--- config.mk ---
export PLATFORM = sky130hd
export DESIGN_NAME = gmds_ctrl
export DESIGN_NICKNAME = d
export VERILOG_FILES = /design/src/rtl/core/grid_maze_dfs_solver_macros.svh /design/src/rtl/core/gmds_pkg.sv /design/src/rtl/core/gmds_ctrl.sv
export SDC_FILE = /design/constraint.sdc
export NUM_CORES = 1
export LEC_CHECK = 0
export ABC_AREA = 1
export BUFFER_PORTS_ARGS = -buffer_cell sky130_fd_sc_hd__buf_4
export CAP_MARGIN = 20
export CORE_MARGIN = 10
export CORE_UTILIZATION = 58
export CTS_BUF_LIST = sky130_fd_sc_hd__clkbuf_4
export DETAILED_ROUTE_END_ITERATION = 12
export GPL_TIMING_DRIVEN = 0
export HOLD_SLACK_MARGIN = 0.05
export PLACE_DENSITY = 0.87
export SLEW_MARGIN = 20
export SYNTH_ARGS = -nofsm -noshare
export SYNTH_HDL_FRONTEND = slang
export SYNTH_SLANG_ARGS = --single-unit
--- constraint.sdc ---
create_clock -name clock -period 6.5 [get_ports clock]
set_input_delay 1.625 -clock clock [delete_from_list [all_inputs] [get_ports clock]]
set_output_delay 1.625 -clock clock [all_outputs]
set_load 0.1 [all_outputs]
--- src/rtl/core/grid_maze_dfs_solver_macros.svh ---
// assertion macros shared by the maze solver rtl
`ifndef GRID_MAZE_DFS_SOLVER_MACROS_SVH
`define GRID_MAZE_DFS_SOLVER_MACROS_SVH

// same-cycle implication, disabled in reset
`define GMDS_ASSERT_IMPL(label, clk, rst, ante, cons, msg) \
   label: assert property (@(posedge clk) disable iff (rst) (ante) |-> (cons)) \
      else $error(msg);

// next-cycle implication, disabled in reset
`define GMDS_ASSERT_NEXT(label, clk, rst, ante, cons, msg) \
   label: assert property (@(posedge clk) disable iff (rst) (ante) |=> (cons)) \
      else $error(msg);

`endif

--- src/rtl/core/gmds_pkg.sv ---
// shared types, constants and helpers of the maze solver
package gmds_pkg;

   localparam int MAX_COLS = 32;
   localparam int MAX_ROWS = 32;
   localparam int MIN_GRID = 2;
   localparam int CELLS    = MAX_COLS * MAX_ROWS;
   localparam int COORD_W  = 5;
   localparam int CELL_AW  = 2 * COORD_W;
   localparam int DEPTH_W  = 11;
   localparam int GRID_W   = 6;
   localparam int WALL_W   = 4;

   typedef enum logic [1:0] {
      OP_LOAD    = 2'd0,
      OP_START   = 2'd1,
      OP_ADVANCE = 2'd2
   } op_type;

   typedef enum logic [2:0] {
      EV_LOADED    = 3'd0,
      EV_VISITED   = 3'd1,
      EV_ABANDONED = 3'd2,
      EV_GOAL      = 3'd3,
      EV_NOPATH    = 3'd4,
      EV_IDLE      = 3'd5
   } event_type;

   typedef enum logic [1:0] {
      ST_IDLE   = 2'd0,
      ST_SEARCH = 2'd1,
      ST_GOAL   = 2'd2,
      ST_FAIL   = 2'd3
   } status_type;

   // neighbour order; the code is also the wall bit index
   typedef enum logic [1:0] {
      DIR_N = 2'd0,
      DIR_E = 2'd1,
      DIR_S = 2'd2,
      DIR_W = 2'd3
   } dir_type;

   typedef enum logic [3:0] {
      S_IDLE,
      S_CLEAR,
      S_PUSH,
      S_TOP_GOAL,
      S_TOP,
      S_WALL,
      S_NEIGH,
      S_VIS,
      S_OUT
   } state_type;

   typedef struct packed {
      logic                wall_we;
      logic [CELL_AW-1:0]  wall_addr;
      logic [WALL_W-1:0]   wall_wdata;
      logic                vis_we;
      logic [CELL_AW-1:0]  vis_addr;
      logic                vis_wdata;
   } cell_req_type;

   typedef struct packed {
      logic                we;
      logic [CELL_AW-1:0]  addr;
      logic [CELL_AW-1:0]  wdata;
   } stack_req_type;

   typedef struct packed {
      event_type           ev;
      logic [COORD_W-1:0]  col;
      logic [COORD_W-1:0]  row;
      logic [DEPTH_W-1:0]  depth;
   } result_type;

   // clamp a grid size register into MIN_GRID..max_val
   function automatic logic [GRID_W-1:0] clamp_grid(input logic [GRID_W-1:0] v,
                                                    input logic [GRID_W-1:0] max_val);
      logic [GRID_W-1:0] r;
      r = v;
      if (v < GRID_W'(MIN_GRID)) begin
         r = GRID_W'(MIN_GRID);
      end else if (v > max_val) begin
         r = max_val;
      end
      return r;
   endfunction

endpackage

--- src/rtl/core/gmds_ctrl.sv ---
// search sequencer: decodes items, walks neighbours, drives the memories
module gmds_ctrl (
   input  logic                          clock,
   input  logic                          reset,
   input  logic                          req_valid,
   output logic                          req_ready,
   input  logic [1:0]                    req_operation,
   input  logic [gmds_pkg::COORD_W-1:0]  req_cell_col,
   input  logic [gmds_pkg::COORD_W-1:0]  req_cell_row,
   input  logic                          req_wall_north,
   input  logic                          req_wall_east,
   input  logic                          req_wall_south,
   input  logic                          req_wall_west,
   input  logic [gmds_pkg::GRID_W-1:0]   grid_cols,
   input  logic [gmds_pkg::GRID_W-1:0]   grid_rows,
   output gmds_pkg::cell_req_type        cell_req,
   input  logic [gmds_pkg::WALL_W-1:0]   wall_rdata,
   input  logic                          vis_rdata,
   output gmds_pkg::stack_req_type       stack_req,
   input  logic [gmds_pkg::CELL_AW-1:0]  stack_rdata,
   input  logic                          out_free,
   output logic                          res_valid,
   output gmds_pkg::result_type          res
);
   import gmds_pkg::*;

   state_type           state_ff, state_in;
   status_type          status_ff, status_in;
   logic [DEPTH_W-1:0]  sp_ff, sp_in;
   logic [CELL_AW-1:0]  clr_ff, clr_in;
   logic [COORD_W-1:0]  cur_col_ff, cur_col_in;
   logic [COORD_W-1:0]  cur_row_ff, cur_row_in;
   logic [WALL_W-1:0]   walls_ff, walls_in;
   dir_type             dir_ff, dir_in;
   logic [COORD_W-1:0]  nb_col_ff, nb_col_in;
   logic [COORD_W-1:0]  nb_row_ff, nb_row_in;
   result_type          res_ff, res_in;

   logic [GRID_W-1:0]   cols_eff;
   logic [GRID_W-1:0]   rows_eff;
   logic [GRID_W-1:0]   goal_col;
   logic [GRID_W-1:0]   goal_row;
   logic [DEPTH_W-1:0]  sp_dec;
   logic [COORD_W-1:0]  cand_col;
   logic [COORD_W-1:0]  cand_row;
   logic                cand_inside;
   logic                cand_ok;
   logic                nb_goal;

   // grid size and goal cell from the current registers
   assign cols_eff = clamp_grid(grid_cols, GRID_W'(MAX_COLS));
   assign rows_eff = clamp_grid(grid_rows, GRID_W'(MAX_ROWS));
   assign goal_col = {1'b0, cols_eff[GRID_W-1:1]} - GRID_W'(1);
   assign goal_row = {1'b0, rows_eff[GRID_W-1:1]} - GRID_W'(1);
   assign nb_goal  = ({1'b0, nb_col_ff} == goal_col) && ({1'b0, nb_row_ff} == goal_row);
   assign sp_dec   = sp_ff - DEPTH_W'(1);

   // candidate neighbour of the top cell in the current direction
   always_comb begin
      cand_col    = cur_col_ff;
      cand_row    = cur_row_ff;
      cand_inside = 1'b0;
      case (dir_ff)
         DIR_N: begin
            cand_row    = cur_row_ff + COORD_W'(1);
            cand_inside = ({1'b0, cur_row_ff} + GRID_W'(1)) < rows_eff;
         end
         DIR_E: begin
            cand_col    = cur_col_ff + COORD_W'(1);
            cand_inside = ({1'b0, cur_col_ff} + GRID_W'(1)) < cols_eff;
         end
         DIR_S: begin
            cand_row    = cur_row_ff - COORD_W'(1);
            cand_inside = (cur_row_ff != '0);
         end
         DIR_W: begin
            cand_col    = cur_col_ff - COORD_W'(1);
            cand_inside = (cur_col_ff != '0);
         end
         default: begin
            cand_inside = 1'b0;
         end
      endcase
      cand_ok = cand_inside && !walls_ff[dir_ff];
   end

   // state and working registers
   always_ff @(posedge clock) begin
      if (reset) begin
         state_ff  <= S_IDLE;
         status_ff <= ST_IDLE;
         sp_ff     <= '0;
      end else begin
         state_ff  <= state_in;
         status_ff <= status_in;
         sp_ff     <= sp_in;
      end
   end

   always_ff @(posedge clock) begin
      clr_ff     <= clr_in;
      cur_col_ff <= cur_col_in;
      cur_row_ff <= cur_row_in;
      walls_ff   <= walls_in;
      dir_ff     <= dir_in;
      nb_col_ff  <= nb_col_in;
      nb_row_ff  <= nb_row_in;
      res_ff     <= res_in;
   end

   // next state and memory requests
   always_comb begin
      state_in   = state_ff;
      status_in  = status_ff;
      sp_in      = sp_ff;
      clr_in     = clr_ff;
      cur_col_in = cur_col_ff;
      cur_row_in = cur_row_ff;
      walls_in   = walls_ff;
      dir_in     = dir_ff;
      nb_col_in  = nb_col_ff;
      nb_row_in  = nb_row_ff;
      res_in     = res_ff;
      req_ready  = 1'b0;
      res_valid  = 1'b0;

      cell_req            = '0;
      cell_req.wall_addr  = {cur_row_ff, cur_col_ff};
      cell_req.vis_addr   = {nb_row_ff, nb_col_ff};
      stack_req           = '0;
      stack_req.addr      = sp_dec[CELL_AW-1:0];

      case (state_ff)
         S_IDLE: begin
            req_ready = 1'b1;
            if (req_valid) begin
               case (req_operation)
                  OP_LOAD: begin
                     cell_req.wall_we    = 1'b1;
                     cell_req.wall_addr  = {req_cell_row, req_cell_col};
                     cell_req.wall_wdata = {req_wall_west, req_wall_south,
                                            req_wall_east, req_wall_north};
                     res_in   = '{EV_LOADED, req_cell_col, req_cell_row, sp_ff};
                     state_in = S_OUT;
                  end
                  OP_START: begin
                     sp_in     = '0;
                     status_in = ST_SEARCH;
                     clr_in    = '0;
                     nb_col_in = '0;
                     nb_row_in = '0;
                     state_in  = S_CLEAR;
                  end
                  OP_ADVANCE: begin
                     case (status_ff)
                        ST_IDLE: begin
                           res_in   = '{EV_IDLE, '0, '0, sp_ff};
                           state_in = S_OUT;
                        end
                        ST_GOAL: begin
                           state_in = S_TOP_GOAL;
                        end
                        ST_SEARCH: begin
                           if (sp_ff == '0) begin
                              status_in = ST_FAIL;
                              res_in    = '{EV_NOPATH, '0, '0, sp_ff};
                              state_in  = S_OUT;
                           end else begin
                              state_in = S_TOP;
                           end
                        end
                        default: begin
                           status_in = ST_FAIL;
                           res_in    = '{EV_NOPATH, '0, '0, sp_ff};
                           state_in  = S_OUT;
                        end
                     endcase
                  end
                  default: begin
                     res_in   = '{EV_IDLE, '0, '0, sp_ff};
                     state_in = S_OUT;
                  end
               endcase
            end
         end

         // sweep the visited map to zero, one entry a cycle
         S_CLEAR: begin
            cell_req.vis_we    = 1'b1;
            cell_req.vis_addr  = clr_ff;
            cell_req.vis_wdata = 1'b0;
            clr_in             = clr_ff + CELL_AW'(1);
            if (clr_ff == CELL_AW'(CELLS - 1)) begin
               state_in = S_PUSH;
            end
         end

         // push the pending cell and mark it visited
         S_PUSH: begin
            if (sp_ff < DEPTH_W'(CELLS)) begin
               stack_req.we    = 1'b1;
               stack_req.addr  = sp_ff[CELL_AW-1:0];
               stack_req.wdata = {nb_row_ff, nb_col_ff};
               sp_in           = sp_ff + DEPTH_W'(1);
            end
            cell_req.vis_we    = 1'b1;
            cell_req.vis_wdata = 1'b1;
            if (nb_goal) begin
               status_in = ST_GOAL;
               res_in    = '{EV_GOAL, nb_col_ff, nb_row_ff, sp_in};
            end else begin
               res_in    = '{EV_VISITED, nb_col_ff, nb_row_ff, sp_in};
            end
            state_in = S_OUT;
         end

         // goal already found: report the top cell again
         S_TOP_GOAL: begin
            res_in   = '{EV_GOAL, stack_rdata[COORD_W-1:0],
                         stack_rdata[CELL_AW-1:COORD_W], sp_ff};
            state_in = S_OUT;
         end

         // top cell arrives, fetch its walls
         S_TOP: begin
            cur_col_in         = stack_rdata[COORD_W-1:0];
            cur_row_in         = stack_rdata[CELL_AW-1:COORD_W];
            cell_req.wall_addr = stack_rdata;
            state_in           = S_WALL;
         end

         S_WALL: begin
            walls_in = wall_rdata;
            dir_in   = DIR_N;
            state_in = S_NEIGH;
         end

         // skip walled or outside directions, else fetch the visited bit; pop after west
         S_NEIGH: begin
            if (cand_ok) begin
               cell_req.vis_addr = {cand_row, cand_col};
               nb_col_in         = cand_col;
               nb_row_in         = cand_row;
               state_in          = S_VIS;
            end else if (dir_ff == DIR_W) begin
               sp_in    = sp_dec;
               res_in   = '{EV_ABANDONED, cur_col_ff, cur_row_ff, sp_dec};
               state_in = S_OUT;
            end else begin
               dir_in = dir_type'(dir_ff + 2'd1);
            end
         end

         // unvisited neighbour is taken, otherwise next direction or pop
         S_VIS: begin
            if (!vis_rdata) begin
               state_in = S_PUSH;
            end else if (dir_ff == DIR_W) begin
               sp_in    = sp_dec;
               res_in   = '{EV_ABANDONED, cur_col_ff, cur_row_ff, sp_dec};
               state_in = S_OUT;
            end else begin
               dir_in   = dir_type'(dir_ff + 2'd1);
               state_in = S_NEIGH;
            end
         end

         // hand the item to the output register once it is free
         S_OUT: begin
            if (out_free) begin
               res_valid = 1'b1;
               state_in  = S_IDLE;
            end
         end

         default: begin
            state_in = S_IDLE;
         end
      endcase
   end

   assign res = res_ff;

endmodule

Word-level counts from Yosys, hierarchy flattened

Index checks and enable logic that the tools add are counted.

Bits in registers: 77
Input bits: 47
Output and inout bits: 74
Logic and storage cells: 161

$add $sub $neg: 12
Eq/ne operators: 32
Reductions and logical operators: 26
Mux-type cells: 69
$lt $le $gt $ge: 8

Operator list:

| operator                                                               | count |
|---|---|
| 24-bit case mux with 3 select lines                                    | 2 |
| 24-bit two-way mux                                                     | 5 |
| 24-bit case mux with 5 select lines                                    | 1 |
| 11-bit two-way mux                                                     | 6 |
| 10-bit case mux with 2 select lines                                    | 3 |
| 11-bit case mux with 4 select lines                                    | 1 |
| 21-bit two-way mux                                                     | 2 |
| 5-bit case mux with 2 select lines                                     | 4 |
| 4-bit two-way mux                                                      | 9 |
| 4-bit case mux with 8 select lines                                     | 1 |
| 10-bit two-way mux                                                     | 3 |
| 15-bit two-way mux                                                     | 2 |
| 6-bit two-way mux                                                      | 4 |
| 23-bit two-way mux                                                     | 1 |
| 5-bit two-way mux                                                      | 4 |
| 4-bit by 3-bit equality test with 1-bit output (second input constant) | 4 |
| 2-bit inequality test (second input constant)                          | 8 |
| 4-bit case mux with 2 select lines                                     | 2 |
| 5-bit nonzero test                                                     | 3 |
| 5-bit by 1-bit adder with 6-bit output (second input constant)         | 2 |
| 5-bit by 6-bit equality test with 1-bit output                         | 2 |
| 6-bit greater-than comparator (second input constant)                  | 2 |
| 6-bit by 2-bit < comparator with 1-bit output (second input constant)  | 2 |
| 6-bit < comparator                                                     | 2 |
| other kinds (39)                                                       | 72 |

Logic depth before layout (Yosys ltp)

Gate-level depths: netlist (run 1).

Depth in word-level cells: 8
Mapped depth: 16
Mapped depth without buffers: 16

Worst setup path before layout (run 1)

OpenSTA, ideal clock, no wires.

Kind: input to output
Start point: input port req_operation[0]
End point: output port cell_req[17] (netlist name)
Data required time: 4875 ps
Slack: 10 ps
Data arrival time: 4865 ps
Stages: 7
Path through: inv_1 -> ha_1 -> nand2_1 -> nor2_1 -> buf_2 -> a21oi_1 -> o21ai_0

RTL lines:

| element         | RTL line        | text |
|---|---|---|
| start, declared | gmds_ctrl.sv:7  | `input logic [1:0] req_operation,` |
| end, declared   | gmds_ctrl.sv:16 | `output gmds_pkg::cell_req_type cell_req,` |

==> results.json, run 1 <==
{
  "powerDensity_nw_per_um2": 334,
  "most_frequent_cells_in_the_layout": "nand2_1, buf_4, inv_1",
  "cp_cell_sequence": "buf_4 -> nor2_1 -> nand3_1 -> nand2_1 -> nand2_1 -> ha_1 -> nand2_1 -> nand2_1 -> nand2_1 -> nand2_1 -> a21oi_2 -> nand2_1 -> nand2_2 -> inv_1 -> o22ai_1 -> nand3_1 -> buf_4",
  "synthesis.nets": 882,
  "placement.io_buffers": 120,
  "use_met1": 0.311,
  "min_path_type": "reg2reg",
  "worst-slew-pin-transition_ns": 0.923,
  "cts_hold_buffers": 0,
  "globalRouteOverflowTotal": 0,
  "cts-root-to-sink-buffers": 2,
  "die_y_um": 121,
  "sequential_cell_area_um2": 2140,
  "p_leak_nw": 3.36,
  "wl_per_cell_um": 16.6,
  "finalHoldViolations": 0,
  "dr_total_vias": 6106,
  "drt_wl_total_um": 17800,
  "synth_edf_count": 60,
  "initial_core_util": 0.597,
  "crit_start": "grid_rows[3]",
  "gr-max-usage-layer": "met2",
  "vdd_ir_drop_max_mv": 0.333,
  "synth_top_area_frac": 0.307,
  "post-route-worst-setup-slack_ns": 0.927,
  "final.fill_count": 810,
  "cts.reportedPaths.clkPinSlew_ns": 0.13,
  "cts_resized": 0,
  "netlist_top_cells_area": "edfxtp_1, nand2_1, ha_1",
  "max_stage_delay_ns": 0.30,
  "register_to_register_setup_slack_ns": 3.14,
  "synth-async-reset-ratio": 0,
  "final.period_utilization": 0.857,
  "placement_rows": 36,
  "critical_path.max_fanout": 6,
  "grt_use_total": 0.240,
  "ant_nets": 0,
  "grt.met3_usage": 0.0517,
  "synth-main-ff-cell": "edfxtp_1",
  "die_footprint_um2": 14500,
  "number_of_max_cap_violations": 0,
  "setup.worst_path.end": "cell_req[3]",
  "grt_pass1_vias": 5768,
  "grt_first_pass_wirelength_um": 28500,
  "data_required_critical_path_ns": 4.88,
  "cts.htree.levels": 3,
  "drc_errors": 0,
  "core_area_um2": 9820,
  "cts-buffers-inserted": 9,
  "yosys.area.top_type": "edfxtp_1",
  "design.final.nets": 1017,
  "antenna_cells_inserted": 0,
  "fin_crit_ns": 5.57,
  "dr.first_iter.drc_count": 705,
  "num_io_pins": 121,
  "viasPerCell": 5.67,
  "worstReg2RegEnd": "res[14]",
  "crit_type": "in2out",
  "multi_input_comb_area_um2": 3230,
  "post_synth.cell_area_avg_um2": 7.30,
  "postSynthCellCount": 803,
  "grt_start_max_net_pins": 20,
  "synth_cell_types": 46,
  "finalMaxSlewViolations": 0,
  "synth-warning-count": 0,
  "dpl.hpwl_um": 13800,
  "syn-cell-area_um2": 5860,
  "clock_tree.root_cell": "clkbuf_4",
  "dieWidth_um": 121,
  "critical_path_capture_point_type": "output pin",
  "max_freq_mhz": 179,
  "fin_worst_skew_ns": 0.0252,
  "worst-endpoint-arrival_ns": 3.95,
  "antenna_found_initial": 0,
  "crit_top_cell": "nand2_1",
  "cts.sinks": 77,
  "worst_slew_margin": 0.382,
  "worstHoldPathCells": 2,
  "critical_path.slowest_cell": "ha_1",
  "globalRouteMet2Util": 0.380,
  "seq_area_frac_synth": 0.365,
  "post-cts-setup-buffers": 0,
  "cts_tree": "built",
  "gpl.final_weighted_congestion": 0.940,
  "clkLatencyLatePin_ns": 0.46,
  "setup_viol": 0,
  "dr.pass1.iters": 6,
  "fraction_of_final_layout_cells_with_drive_strength_greater_than_1": 0.197,
  "most_common_cell_after_layout_fill_and_taps_aside": "nand2_1",
  "yosys_register_bits": 77,
  "outcome": "complete, no violations",
  "place_ws_ns": 0.972,
  "fin_tns_setup_ns": 0,
  "area_delta_synth_final_pct": 22.1,
  "timing.rr.start": "cur_row_ff[0]",
  "r2r.worst_path.cells": 13,
  "setup_repair_after_global_routing_missed_its_margin": "false",
  "worstSetupStartpointType": "input port"
}
## cell families after synthesis
| group | synth area share |
|---|---|
| compound gates | 0.157 |
| xor+xnor | 0.0388 |
| fa+ha+maj | 0.0708 |
| buf+inv | 0.0854 |
| flops | 0.365 |
| simple gates | 0.283 |
## metrics by stage
step / cells / total power (W) / hold WS (ns) / utilization / area (µm²)
after global placement: 1056 / 0.00199 / 0.468 / 0.706 / 6930
final: 1076 / 0.00239 / 0.500 / 0.729 / 7160
after CTS: 1076 / 0.00239 / 0.500 / 0.729 / 7160
after detailed placement: 1060 / 0.00201 / 0.480 / 0.710 / 6970
after floorplan: 803 / 0.00171 / 0.446 / - / 5860
after global routing: 1076 / 0.00248 / 0.536 / 0.729 / 7160
## Yosys cell counts, types with 4 or more instances
| master | n |
|---|---|
| a21oi_1 | 43 |
| buf_2 | 7 |
| clkbuf_1 | 7 |
| dfxtp_1 | 17 |
| edfxtp_1 | 60 |
| ha_1 | 30 |
| inv_1 | 92 |
| inv_2 | 15 |
| nand2_1 | 218 |
| nand2_2 | 4 |
| nand3_1 | 44 |
| nand4_1 | 11 |
| nor2_1 | 88 |
| nor2_4 | 4 |
| nor3_1 | 6 |
| o2111ai_1 | 12 |
| o211ai_1 | 22 |
| o21ai_0 | 42 |
| o21ai_1 | 11 |
| o22ai_1 | 4 |
| xnor2_1 | 7 |
| xor2_1 | 19 |
## worst min-delay path by stage
stage,startpoint,end
2_1_floorplan,status_ff[0],status_ff[0]
3_3_place_gp,status_ff[0],status_ff[0]
3_5_place_dp,status_ff[0],status_ff[0]
4_1_cts,status_ff[0],status_ff[0]
5_1_grt,status_ff[0],status_ff[0]
6_report,status_ff[0],status_ff[0]
## cell type report
type                            instances  area share
Tap cell                              133      0.0232
Clock buffer                            9     0.00944
Sequential cell                        77       0.299
Buffer                                 17      0.0122
Multi-Input combinational cell        599       0.451
Clock inverter                          7      0.0171
Timing Repair Buffer                  124       0.130
Inverter                              110      0.0577
## worst max-delay path, delay by kind of cell
kind | cells | cell delay [ns]
AND/OR/NAND/NOR | 11 | 1.17
buffers and inverters | 3 | 0.49
AO/OA/AOI/OAI | 2 | 0.34
adder cells (fa/ha/maj) | 1 | 0.30
## sequential cells by signal, summed over array words and instances, names as in the netlist
| name | count |
|---|---|
| sp_ff | 11 |
| res | 24 |
| status_ff | 2 |
| nb_col_ff | 5 |
| dir_ff | 2 |
| nb_row_ff | 5 |
| clr_ff | 10 |
| cur_col_ff | 5 |
| walls_ff | 4 |
| cur_row_ff | 5 |
| state_ff | 4 |
## metal layers
metal | routed length [µm] | up-vias | part of all wire
met2 | 8000 | 333 | 0.45
met3 | 1920 | 46 | 0.11
li1 | - | 2969 | -
met1 | 7350 | 2758 | 0.41
met4 | 546 | 0 | 0.031
met5 | 0 | - | 0
## power breakdown
| group | internal, W | switching, W |
|---|---|---|
| Sequential | 0.000615 | 0.0000463 |
| Combinational | 0.000282 | 0.00106 |
| Clock | 0.000196 | 0.000192 |
(Power assumes the default switching activity.)
==> inputs of run 2 (changes only) <==
CORE_ASPECT_RATIO = 1.5   (was unset)
==> results.json, run 2 (synthesized netlist as in run 1, its figures left out) <==
{
  "min_path_type": "reg2reg",
  "setup_repair_after_global_routing_missed_its_margin": "false",
  "most_common_cell_after_layout_fill_and_taps_aside": "nand2_1",
  "wl_per_cell_um": 17.3,
  "worstHoldPathCells": 2,
  "cts_hold_buffers": 0,
  "critical_path_buf_inv_count": 3,
  "viasPerCell": 5.77,
  "max_stage_delay_ns": 0.33,
  "power.share.switching": 0.537,
  "drc_errors": 0,
  "max_freq_mhz": 180,
  "critical_path.max_fanout": 10,
  "setup_viol": 0,
  "share_of_total_power_in_sequential_cells": 0.279,
  "cts.htree.levels": 3,
  "grt_start_max_net_pins": 20,
  "cp_cell_sequence": "buf_4 -> nor2_1 -> nand3_1 -> nand2_1 -> nand2_1 -> ha_1 -> nand2_1 -> nand2_1 -> nand2_1 -> nand2_1 -> a21oi_2 -> nand2_1 -> inv_2 -> o21ai_0 -> o211ai_1 -> buf_4",
  "cts.reportedPaths.clkPinSlew_ns": 0.12,
  "most_frequent_cells_in_the_layout": "nand2_1, buf_4, inv_1",
  "worst-slew-pin-transition_ns": 1.03,
  "critical_path_capture_point_type": "output pin",
  "cts-buffers-inserted": 9,
  "powerDensity_nw_per_um2": 332,
  "dr.pass1.iters": 6,
  "cts_resized": 0,
  "crit_top_cell": "nand2_1",
  "grt_pass1_vias": 5823,
  "finalMaxSlewViolations": 0,
  "gpl.final_weighted_congestion": 0.970,
  "worst_slew_margin": 0.316,
  "die_footprint_um2": 14600,
  "crit_type": "in2out",
  "worst_path_dominant_cell_family": "simple AND/OR/NAND/NOR gates",
  "dpl.hpwl_um": 14300,
  "antenna_found_initial": 1,
  "vdd_ir_drop_max_mv": 0.544,
  "worstSetupStartpointType": "input port",
  "worst-endpoint-arrival_ns": 3.94,
  "dr.first_iter.drc_count": 506,
  "grt_first_pass_wirelength_um": 28600,
  "area_delta_synth_final_pct": 21.5,
  "placement.io_buffers": 120,
  "fraction_of_final_layout_cells_with_drive_strength_greater_than_1": 0.196,
  "cellInternalPower_w": 0.00110,
  "initial_core_util": 0.598,
  "p_leak_nw": 3.36,
  "outcome": "complete, no violations",
  "globalRouteOverflowTotal": 0,
  "comb_power_share": 0.566,
  "core_area_um2": 9800,
  "grt_use_total": 0.247,
  "r2r.worst_path.cells": 13,
  "num_io_pins": 121,
  "post-cts-setup-buffers": 0,
  "cts.sinks": 77,
  "finalHoldViolations": 0,
  "design.final.nets": 1017,
  "data_required_critical_path_ns": 4.88,
  "fin_tns_setup_ns": 0,
  "dr_total_vias": 6113,
  "final.period_utilization": 0.856,
  "place_ws_ns": 0.993,
  "post-route-worst-setup-slack_ns": 0.939,
  "part_of_the_total_power_dissipated_in_the_clock_network": 0.156,
  "fin_worst_skew_ns": 0.0196,
  "largest_register_ffs": 24,
  "number_of_max_cap_violations": 0,
  "clock_tree.root_cell": "clkbuf_4",
  "cts-root-to-sink-buffers": 2,
  "drt_wl_total_um": 18300,
  "critical_path_depth": 16,
  "die_y_um": 143,
  "ant_nets": 0,
  "clkLatencyLatePin_ns": 0.45,
  "placement_rows": 44,
  "critical_path.slowest_cell": "buf_4",
  "psw_w": 0.00127,
  "dieWidth_um": 102,
  "cts_tree": "built",
  "fin_crit_ns": 5.56
}
==> run 2: cell type report <==
cell class / count / area [µm²]
inverters: 110 / 413
clock inverters: 5 / 98.8
clock buffers: 11 / 82.6
fillers: 856 / 2670
multi-input cells: 599 / 3230
repair buffers: 124 / 923
plain buffers: 17 / 87.6
well taps: 115 / 144
flip-flops and latches: 77 / 2140
diodes: 1 / 2.50
==> run 2: power by group through the flow <==
stage          clock network (W)  logic (W)  registers (W)
2_1_floorplan                  0   0.000775       0.000937
3_3_place_gp                   0    0.00132       0.000674
3_5_place_dp                   0    0.00134       0.000670
4_1_cts                 0.000372    0.00134       0.000659
5_1_grt                 0.000389    0.00140       0.000667
6_report                0.000369    0.00134       0.000660
==> run 2: worst min-delay path, delay by kind of cell (launching register included) <==
kind | cells | cell delay [ns]
compound gates | 1 | 0.05
flops | 1 | 0.35
simple gates | 1 | 0.07
==> run 2: path summary, 6_finish.rpt <==
| kind | start | endpoint | slack [ns] |
|---|---|---|---|
| setup / recovery | grid_rows[3] | cell_req[4] | 0.94 |
| hold / removal | status_ff[0] | status_ff[0] | 0.51 |
| setup reg to reg | cur_col_ff[1] | res[3] | 3.02 |
| hold reg to reg | status_ff[0] | status_ff[0] | 0.51 |
==> run 2: stage by stage <==
step	std cells	utilization	total power, W	instance area (µm²)	hold WS, ns
floorplan	803	-	0.00171	5860	0.446
global placement	1038	0.705	0.00199	6910	0.470
detailed placement	1042	0.708	0.00201	6940	0.486
CTS	1058	0.727	0.00237	7120	0.504
global route	1059	0.727	0.00246	7130	0.516
finish	1059	0.727	0.00237	7130	0.505
==> run 2: metal layers <==
layer,global-route usage,wire (µm),up-vias
met1,0.275,6810,2794
met2,0.428,9290,298
li1,-,-,2972
met5,0,0,-
met3,0.0430,1490,49
met4,0.140,700,0
